$ cat src/nsvs_pkg.sv
// Shared widths, constants and the scan packet type for the steal victim selector.
package nsvs_pkg;

   localparam int NUM_WORKERS_DEF = 16;
   localparam int WORKER_W        = 4;
   localparam int NODE_W          = 3;
   localparam int QLEN_W          = 16;
   localparam int TASK_W          = 64;
   localparam int CNT_W           = 5;
   localparam int CNT_RESET       = 16;
   localparam int CROSS_SHIFT     = 1;
   localparam int ADDR_SPAN       = 1 << WORKER_W;

   localparam logic MODE_UPDATE = 1'b0;
   localparam logic MODE_STEAL  = 1'b1;

   typedef struct packed {
      logic                valid;
      logic                scan_ok;
      logic                known;
      logic [WORKER_W-1:0] thief;
      logic [NODE_W-1:0]   taker_node;
      logic [QLEN_W-1:0]   same_q;
      logic [WORKER_W-1:0] same_idx;
      logic [TASK_W-1:0]   same_task;
      logic [QLEN_W-1:0]   cross_q;
      logic [WORKER_W-1:0] cross_idx;
      logic [TASK_W-1:0]   cross_task;
   } scan_pkt_type;

endpackage

$ cat src/nsvs_cell.sv
// One worker record cell: holds the record and folds it into the passing scan packet.
module nsvs_cell
   import nsvs_pkg::*;
#(
   parameter int INDEX = 0
) (
   input  logic                clock,
   input  logic                reset,
   input  logic                wr_en,
   input  logic [NODE_W-1:0]   wr_node,
   input  logic [QLEN_W-1:0]   wr_qlen,
   input  logic [TASK_W-1:0]   wr_task,
   input  logic                active,
   input  scan_pkt_type        pkt_in,
   output scan_pkt_type        pkt_out,
   output logic [NODE_W-1:0]   node_out
);

   localparam logic                ADDRESSABLE = (INDEX < ADDR_SPAN);
   localparam logic [WORKER_W-1:0] ADDR        = WORKER_W'(INDEX);

   logic [NODE_W-1:0] node_ff;
   logic [QLEN_W-1:0] qlen_ff;
   logic [TASK_W-1:0] task_ff;
   scan_pkt_type      pkt_ff;
   scan_pkt_type      pkt_in_next;
   logic              is_thief;
   logic              eligible;
   logic              same_node;

   always_ff @(posedge clock) begin
      if (reset) begin
         node_ff <= '0;
         qlen_ff <= '0;
      end else if (wr_en) begin
         node_ff <= wr_node;
         qlen_ff <= wr_qlen;
      end
   end

   always_ff @(posedge clock) begin
      if (wr_en) begin
         task_ff <= wr_task;
      end
   end

   always_comb begin
      is_thief    = pkt_in.known && ADDRESSABLE && (pkt_in.thief == ADDR);
      eligible    = active && (qlen_ff != '0) && !is_thief;
      same_node   = pkt_in.known && (node_ff == pkt_in.taker_node);
      pkt_in_next = pkt_in;
      if (eligible) begin
         if (same_node) begin
            if (qlen_ff > pkt_in.same_q) begin
               pkt_in_next.same_q    = qlen_ff;
               pkt_in_next.same_idx  = ADDR;
               pkt_in_next.same_task = task_ff;
            end
         end else begin
            if (qlen_ff > pkt_in.cross_q) begin
               pkt_in_next.cross_q    = qlen_ff;
               pkt_in_next.cross_idx  = ADDR;
               pkt_in_next.cross_task = task_ff;
            end
         end
      end
   end

   always_ff @(posedge clock) begin
      if (reset) begin
         pkt_ff.valid <= 1'b0;
      end else begin
         pkt_ff <= pkt_in_next;
      end
   end

   assign pkt_out  = pkt_ff;
   assign node_out = node_ff;

endmodule

$ cat config.mk
export PLATFORM = sky130hd
export DESIGN_NAME = nsvs_cell
export DESIGN_NICKNAME = d
export VERILOG_FILES = /design/src/nsvs_pkg.sv /design/src/nsvs_cell.sv
export SDC_FILE = /design/constraint.sdc
export NUM_CORES = 1
export LEC_CHECK = 0
export ABC_AREA = 1
export BUFFER_PORTS_ARGS = -buffer_cell sky130_fd_sc_hd__buf_4
export CAP_MARGIN = 25
export CORE_AREA = 2 2 175 177
export DETAILED_ROUTE_END_ITERATION = 8
export DIE_AREA = 0 0 177 179
export PLACE_DENSITY = 0.68
export SYNTH_ARGS = -nofsm -noshare
export SYNTH_HDL_FRONTEND = slang
export SYNTH_SLANG_ARGS = --single-unit
$ cat constraint.sdc
create_clock -name clock -period 10.3 [get_ports clock]
set_input_delay 2.06 -clock clock [delete_from_list [all_inputs] [get_ports clock]]
set_output_delay 2.06 -clock clock [all_outputs]
set_load 0.02 [all_outputs]
==> results of run 1 <==
sequential cells by signal (all words and copies together), names as in the netlist:
| register | count |
|---|---|
| pkt_out | 178 |
| qlen_ff | 16 |
| task_ff | 64 |
| node_out | 3 |
how the worst max path moves through the flow:
stage | end | slack [ps] | startpoint | depth (start not counted)
final | pkt_out[61]$_DFFE_PN_ | 5540 | pkt_in[71] | 15
after global routing | pkt_out[32]$_DFFE_PN_ | 5290 | pkt_in[71] | 15
after detailed placement | pkt_out[61]$_DFFE_PN_ | 5000 | pkt_in[71] | 15
after floorplan | node_out[0]$_SDFFE_PP0P_ | 2430 | reset | 4
after CTS | pkt_out[61]$_DFFE_PN_ | 5580 | pkt_in[71] | 15
after global placement | pkt_out[69]$_DFFE_PN_ | 5060 | pkt_in[71] | 15
cells in the mapped netlist:
master                     instances
sky130_fd_sc_hd__nand2_2           2
sky130_fd_sc_hd__xnor2_1           1
sky130_fd_sc_hd__o21a_1            1
sky130_fd_sc_hd__nand2_1         365
sky130_fd_sc_hd__nand3_1         165
sky130_fd_sc_hd__ha_1             32
sky130_fd_sc_hd__nand4_1           4
sky130_fd_sc_hd__inv_2             1
sky130_fd_sc_hd__edfxtp_1        241
sky130_fd_sc_hd__a21boi_0          8
sky130_fd_sc_hd__buf_6             7
sky130_fd_sc_hd__nor2_1           59
sky130_fd_sc_hd__o21ai_0          21
sky130_fd_sc_hd__a21oi_1          14
sky130_fd_sc_hd__and2_1            2
sky130_fd_sc_hd__clkbuf_1          9
sky130_fd_sc_hd__nand3_2           1
sky130_fd_sc_hd__dfxtp_1          20
sky130_fd_sc_hd__buf_4             8
sky130_fd_sc_hd__buf_2            33
sky130_fd_sc_hd__a21o_1            2
sky130_fd_sc_hd__nor2_4            2
sky130_fd_sc_hd__inv_1            45
sky130_fd_sc_hd__nor2_2            1
tightest hold or removal path, stage by stage (launching register included):
cell and delay [ps]:
sky130_fd_sc_hd__dfxtp_1 320, sky130_fd_sc_hd__inv_2 70, sky130_fd_sc_hd__a21oi_1 60
layer usage:
layer,vias up,global-route usage
li1,4409,-
met1,4333,0.2490
met2,454,0.3747
met3,82,0.05704
met4,2,0.07851
met5,-,0
kinds of logic after synthesis:
logic type | synth area share
adder cells (fa/ha/maj) | 0.03537
flip-flops | 0.6746
AND/OR/NAND/NOR | 0.2214
buffers and inverters | 0.04509
XOR/XNOR | 0.0007738
AO/OA/AOI/OAI | 0.02277
final cells by class:
type / count / area (um^2)
Sequential cell: 261 / 7637
Multi-Input combinational cell: 680 / 3198
Timing Repair Buffer: 450 / 3378
Antenna cell: 1 / 2.502
Tap cell: 396 / 495.5
Inverter: 46 / 180.2
Clock inverter: 10 / 98.84
Clock buffer: 40 / 777.0
Fill cell: 2663 / 14260
power by group:
group / switching (mW) / internal, mW / total (mW)
combinational: 0.230 / 0.165 / 0.395
sequential: 0.0365 / 1.25 / 1.28
clock: 0.401 / 0.570 / 0.971
==> metrics.csv, run 1 <==
stage;metric;value;unit
drt;met1 WL;13210;um
floorplan;area of the die;0.03168;mm^2
yosys;dominant cell type by area after synthesis;sky130_fd_sc_hd__edfxtp_1;
clock_tree;CTS tree;yes;
drt;first-pass detailed-route iteration total;5;
timing;Peak Freq;0.2099;GHz
placement;count of placed standard cells including taps;1833;
worst_setup_path;Critical-path top delay cell;sky130_fd_sc_hd__nand2_4;
timing;Post-Route Hold Slack;499.0;ps
min_path;worst hold path stage count;2;
min_path;Hold Startpoint;node_out[1]$_SDFFE_PP0P_;
placement;buffers added on ports;445;
drt;DR WL met2;17710;um
drt;via count of the routed design;9280;
global_routing;GRT Total Usage;0.2129;
drt;Detail Route Antenna Nets;0;
placement;half-perimeter wire length after detailed placement;24670;um
cells_and_area;highest-count cells in the layout ignoring fill and taps;sky130_fd_sc_hd__buf_4, sky130_fd_sc_hd__nand2_1, sky130_fd_sc_hd__edfxtp_1;
worst_setup_path;startpoint type of the worst setup path;input port;
pwr;worst voltage drop across the vdd grid;0.1239;mV
worst_setup_path;CP dominant cell by count;sky130_fd_sc_hd__nand2_1;
timing;RSZ-0062 raised after global routing;no;
pwr;overall power;2.651;mW
worst_setup_path;CP Data Required Time;10590;ps
cells_and_area;Area Overhead vs Synth;39.28;%
worst_setup_path;category of cells accounting for the largest share of critical-path delay;simple AND/OR/NAND/NOR gates;
worst_setup_path;register-to-register setup slack;6690;ps
timing;final-report setup violation count;0;
cells_and_area;summed area of non-filler cells in the final layout;0.01577;mm^2
timing;final count of pins violating max slew;0;
yosys;Syn Inst Count;1044;
cells_and_area;layout cells sized above 1;0.3342;
worst_setup_path;FF-to-FF End;pkt_out[61]$_DFFE_PN_;
global_routing;total overflow reported by the global router;0;
floorplan;initial core utilization;0.3770;
worst_setup_path;r2r startpoint;qlen_ff[3]$_SDFFE_PP0P_;
drt;uppermost layer routed;met5;
clock_tree;CTS Sinks;261;
yosys;distinct cell type count after synthesis;24;
cells_and_area;most common cell after layout, fill and taps aside;sky130_fd_sc_hd__buf_4;
clock_tree;number of buffers inserted during clock tree synthesis;28;
timing;setup slack after layout;5537;ps
timing;headroom to the max-slew limit;0.3117;
cells_and_area;final std cells w/o fill;1884;
timing;Least-Margin Pin Slew;1030;ps
floorplan;Core ar.;0.03003;mm^2
clock_tree;hold buffers post-CTS;0;
timing;portion of the clock cycle consumed by the worst path in the final layout;0.4624;
global_routing;global-route wire length before repair;51230;um
yosys;flop and latch count out of synthesis;261;
drt;remaining routing DRC violations;0;
worst_setup_path;Worst Path Buf+Inv;4;
clock_tree;setup repair bufs after CTS;0;
worst_setup_path;WP data arrival;5050;ps
worst_setup_path;Setup crit end kind;flip-flop;
floorplan;die span in x;177;um
clock_tree;cell at the root of the clock tree;sky130_fd_sc_hd__clkbuf_16;
floorplan;number of placed I/O pins;446;
drt;detailed route wirelength on metal3;3319;um
placement;standard cell area after detailed placement;0.01489;mm^2
worst_setup_path;largest fanout on the critical path;85;
drt;wirelength, routed;35500;um
yosys;Yosys warnings;0;
global_routing;initial antenna violation count;2;
clock_tree;total of cells resized after clock tree synthesis;0;
clock_tree;clock input transition at the sequential cells of the worst setup and hold paths;60;ps
drt;via density per instance;4.926;
timing;Total Neg Setup Slack;0;ps
drt;routed wire length per instance;18.84;um
cells_and_area;fin nets;1764;
yosys;mean area per synthesized cell;10.84;um^2
worst_setup_path;stage delay of the slowest cell on the critical path;850;ps
global_routing;pin count of the biggest net entering global routing;124;
worst_setup_path;cell-by-cell trace of the critical path;buf_4 -> inv_1 -> ha_1 -> nand2_1 -> inv_1 -> nand2_1 -> nand2_1 -> nand2_1 -> nand2_1 -> nand2_1 -> nand2_4 -> buf_4 -> nand2_4 -> nand2_1 -> nand2_1;
clock_tree;latest clock arrival within the worst-skew pair;540;ps
yosys;area share of the largest cell type after synthesis;0.6393;
min_path;type of the tightest min-delay check;flip-flop to flip-flop;
worst_setup_path;Crit Path Category;input port to flip-flop;
min_path;terminating pin of the worst hold path;node_out[1]$_SDFFE_PP0P_;
placement;placer congestion estimate;0.8527;
yosys;top post-synthesis cells by area;sky130_fd_sc_hd__edfxtp_1, sky130_fd_sc_hd__nand2_1, sky130_fd_sc_hd__nand3_1, sky130_fd_sc_hd__dfxtp_1, sky130_fd_sc_hd__ha_1;
yosys;Mapped Nets;1341;
timing;Final Hold Violating Endpoints;0;
cells_and_area;core utilization of the finished layout;0.5251;
job;number of max-capacitance violations reported;0;
timing;post-layout minimum cycle time;4763;ps
yosys;portion of the post-synthesis area used by sequential elements;0.6746;
placement;post-placement worst setup slack;4998;ps
floorplan;number of placement rows;64;
global_routing;number of global-route vias before repair;9032;
worst_setup_path;number of cells on the worst reg-to-reg path;13;
floorplan;Die H;179;um
pwr;P_leak;7.330;nW
yosys;cell area after synthesis;0.01132;mm^2
clock_tree;maximum buffer depth of the clock tree;3;
clock_tree;H-tree level count;1;
pwr;Power per Cell Area;168.2;mW/mm^2
status;outcome;complete, no violations;
timing;Final Skew;9.937;ps
drt;detailed router's first-iteration violation count;681;
(Power assumes the default switching activity.)
==> run 2: changes to the inputs <==
Settings changed: CORE_AREA 2 2 175 177 to 2 2 174 176, DIE_AREA 0 0 177 179 to 0 0 176 178, PLACE_DENSITY 0.68 to 0.71.
Clock period 10.3 ns to 4 ns, I/O delays scaled along.
==> run 2 against run 1 <==
Cell area grew 1.1%. Wire length is 0.75% higher. Critical path type is now flip-flop to flip-flop. Clock skew rose by 12 ps. Via count increased by 1.9%. Largest cell class unchanged.
==> metrics.csv, run 2 (synthesis gave the netlist of run 1 again) <==
stage;metric;value;unit;change
status;outcome;complete, no violations;;
timing;final-report setup violation count;0;;unchanged
worst_setup_path;register-to-register setup slack;1080;ps;-5610 ps
global_routing;pin count of the biggest net entering global routing;85;;-31%
clock_tree;cell at the root of the clock tree;sky130_fd_sc_hd__clkbuf_16;;
clock_tree;maximum buffer depth of the clock tree;3;;unchanged
clock_tree;setup repair bufs after CTS;0;;unchanged
placement;placer congestion estimate;0.8601;;+0.87%
worst_setup_path;Crit Path Category;flip-flop to flip-flop;;
drt;detailed router's first-iteration violation count;729;;+7.0%
worst_setup_path;number of cells on the worst reg-to-reg path;8;;-5
drt;remaining routing DRC violations;0;;unchanged
worst_setup_path;CP Data Required Time;4390;ps;-6200 ps
cells_and_area;highest-count cells in the layout ignoring fill and taps;sky130_fd_sc_hd__buf_4, sky130_fd_sc_hd__nand2_1, sky130_fd_sc_hd__edfxtp_1;;
global_routing;total overflow reported by the global router;0;;unchanged
cells_and_area;Area Overhead vs Synth;40.82;%;
cells_and_area;fin nets;1770;;+0.34%
min_path;Hold Startpoint;wr_task[36];;
worst_setup_path;WP data arrival;3310;ps;-1740 ps
cells_and_area;most common cell after layout, fill and taps aside;sky130_fd_sc_hd__buf_4;;
clock_tree;CTS Sinks;261;;unchanged
drt;via density per instance;5.014;;+1.8%
timing;Total Neg Setup Slack;0;ps;unchanged
placement;buffers added on ports;445;;unchanged
clock_tree;number of buffers inserted during clock tree synthesis;29;;+3.6%
job;number of max-capacitance violations reported;0;;unchanged
timing;headroom to the max-slew limit;0.2995;;-0.01216
cells_and_area;number of flip-flops in the largest register;178;;unchanged
clock_tree;hold buffers post-CTS;0;;unchanged
drt;Detail Route Antenna Nets;0;;unchanged
clock_tree;total of cells resized after clock tree synthesis;0;;unchanged
placement;half-perimeter wire length after detailed placement;24660;um;about the same
pwr;P_leak;7.417;nW;+1.2%
drt;routed wire length per instance;18.96;um;+0.65%
floorplan;initial core utilization;0.3850;;+0.008038
drt;wirelength, routed;35760;um;+0.75%
floorplan;number of placed I/O pins;446;;unchanged
floorplan;number of placement rows;63;;-1.6%
global_routing;initial antenna violation count;2;;unchanged
worst_setup_path;largest fanout on the critical path;80;;-5.9%
pwr;Power per Cell Area;445.2;mW/mm^2;+160%
worst_setup_path;Critical-path top delay cell;sky130_fd_sc_hd__nand2_4;;
timing;Peak Freq;0.3428;GHz;
min_path;worst hold path stage count;1;;-1
timing;post-layout minimum cycle time;2918;ps;
worst_setup_path;stage delay of the slowest cell on the critical path;870;ps;+20 ps
pwr;overall power;7.098;mW;+170%
min_path;type of the tightest min-delay check;input port to flip-flop;;
timing;portion of the clock cycle consumed by the worst path in the final layout;0.7294;;
timing;RSZ-0062 raised after global routing;no;;
floorplan;Core ar.;0.02940;mm^2;-2.1%
worst_setup_path;cell-by-cell trace of the critical path;ha_1 -> a21oi_1 -> nand2_1 -> a21oi_1 -> nand2_4 -> nand2_4 -> nand2_1 -> nand2_1;;
floorplan;die span in x;176;um;-0.56%
timing;Final Skew;22.33;ps;+12.40 ps
worst_setup_path;startpoint type of the worst setup path;flip-flop;;
floorplan;area of the die;0.03133;mm^2;-1.1%
global_routing;global-route wire length before repair;52700;um;+2.9%
clock_tree;H-tree level count;1;;unchanged
timing;Final Hold Violating Endpoints;0;;unchanged
timing;Post-Route Hold Slack;429.8;ps;-69.23 ps
min_path;terminating pin of the worst hold path;task_ff[36]$_DFFE_PP_;;
global_routing;number of global-route vias before repair;9455;;+4.7%
timing;Least-Margin Pin Slew;1051;ps;+20.69 ps
timing;final count of pins violating max slew;0;;unchanged
floorplan;Die H;178;um;-0.56%
drt;via count of the routed design;9457;;+1.9%
worst_setup_path;FF-to-FF End;pkt_out[120]$_DFFE_PN_;;
clock_tree;latest clock arrival within the worst-skew pair;540;ps;about the same
worst_setup_path;Setup crit end kind;flip-flop;;
cells_and_area;layout cells sized above 1;0.3373;;+0.003119
clock_tree;clock input transition at the sequential cells of the worst setup and hold paths;60;ps;about the same
drt;first-pass detailed-route iteration total;6;;+1
global_routing;GRT Total Usage;0.2200;;+0.007043
cells_and_area;fill cell instance count of the final layout;2552;;-4.2%
pwr;worst voltage drop across the vdd grid;0.3068;mV;+150%
clock_tree;CTS tree;yes;;
worst_setup_path;CP dominant cell by count;sky130_fd_sc_hd__nand2_1;;
worst_setup_path;r2r startpoint;qlen_ff[11]$_SDFFE_PP0P_;;
[run 2: cell types whose count changed in the layout (fill, tap and decap cells not counted), sizes merged]
cell	previous run	this run
clkinvlp	1	0
bufinv	2	5
diode	1	2
buf	450	455
[run 2: cell type report]
class | instances | area (um^2) | share of cell area
Tap cell | 390 | 488.0 | 0.03061
Sequential cell | 261 | 7637 | 0.4791
Clock buffer | 40 | 797.0 | 0.05000
Inverter | 46 | 180.2 | 0.01130
Multi-Input combinational cell | 680 | 3198 | 0.2006
Antenna cell | 2 | 5.005 | 0.0003139
Clock inverter | 12 | 182.7 | 0.01146
Timing Repair Buffer | 455 | 3453 | 0.2166
[run 2: per-stage QoR]
step / instance area, um^2 / utilization / std cells / setup WS [ps]
finish: 15940 / 0.5422 / 1886 / 1082
global route: 15940 / 0.5422 / 1886 / 830.8
CTS: 15940 / 0.5420 / 1884 / 1062
detailed placement: 14960 / 0.5087 / 1832 / 615.0
global placement: 14960 / 0.5087 / 1832 / 657.7
floorplan: 11320 / - / 1044 / 298.4
[run 2: worst max path at each step]
stage                                   from                       end  slack [ps]  depth (start not counted)
floorplan                              reset  node_out[0]$_SDFFE_PP0P_         300                          4
finish              qlen_ff[11]$_SDFFE_PP0P_    pkt_out[120]$_DFFE_PN_        1080                          8
global route         qlen_ff[3]$_SDFFE_PP0P_     pkt_out[94]$_DFFE_PN_         830                         12
CTS                 qlen_ff[11]$_SDFFE_PP0P_    pkt_out[120]$_DFFE_PN_        1060                          8
detailed placement               pkt_in[167]    pkt_out[120]$_DFFE_PN_         620                         10
global placement                 pkt_in[167]     pkt_out[88]$_DFFE_PN_         660                         10
[run 2: critical path: cells and delay by family (launching register included)]
| kind | cells | cell delay (ps) |
|---|---|---|
| and+or+nand+nor | 5 | 1550 |
| DFF | 1 | 480 |
| AOI/OAI and AO/OA | 2 | 370 |
| adders and majority gates | 1 | 330 |
[run 2: power by group]
group / internal [mW] / switching (mW)
registers: 3.21 / 0.0980
logic: 0.431 / 0.596
clock network: 1.70 / 1.06
total: 5.35 / 1.75
[run 2: routing by layer]
layer | part of all wire | vias up | GRT usage
met5 | 0 | - | 0
met3 | 0.083 | 74 | 0.04774
li1 | - | 4432 | -
met1 | 0.38 | 4457 | 0.2677
met2 | 0.50 | 494 | 0.3811
met4 | 0.032 | 0 | 0.08953
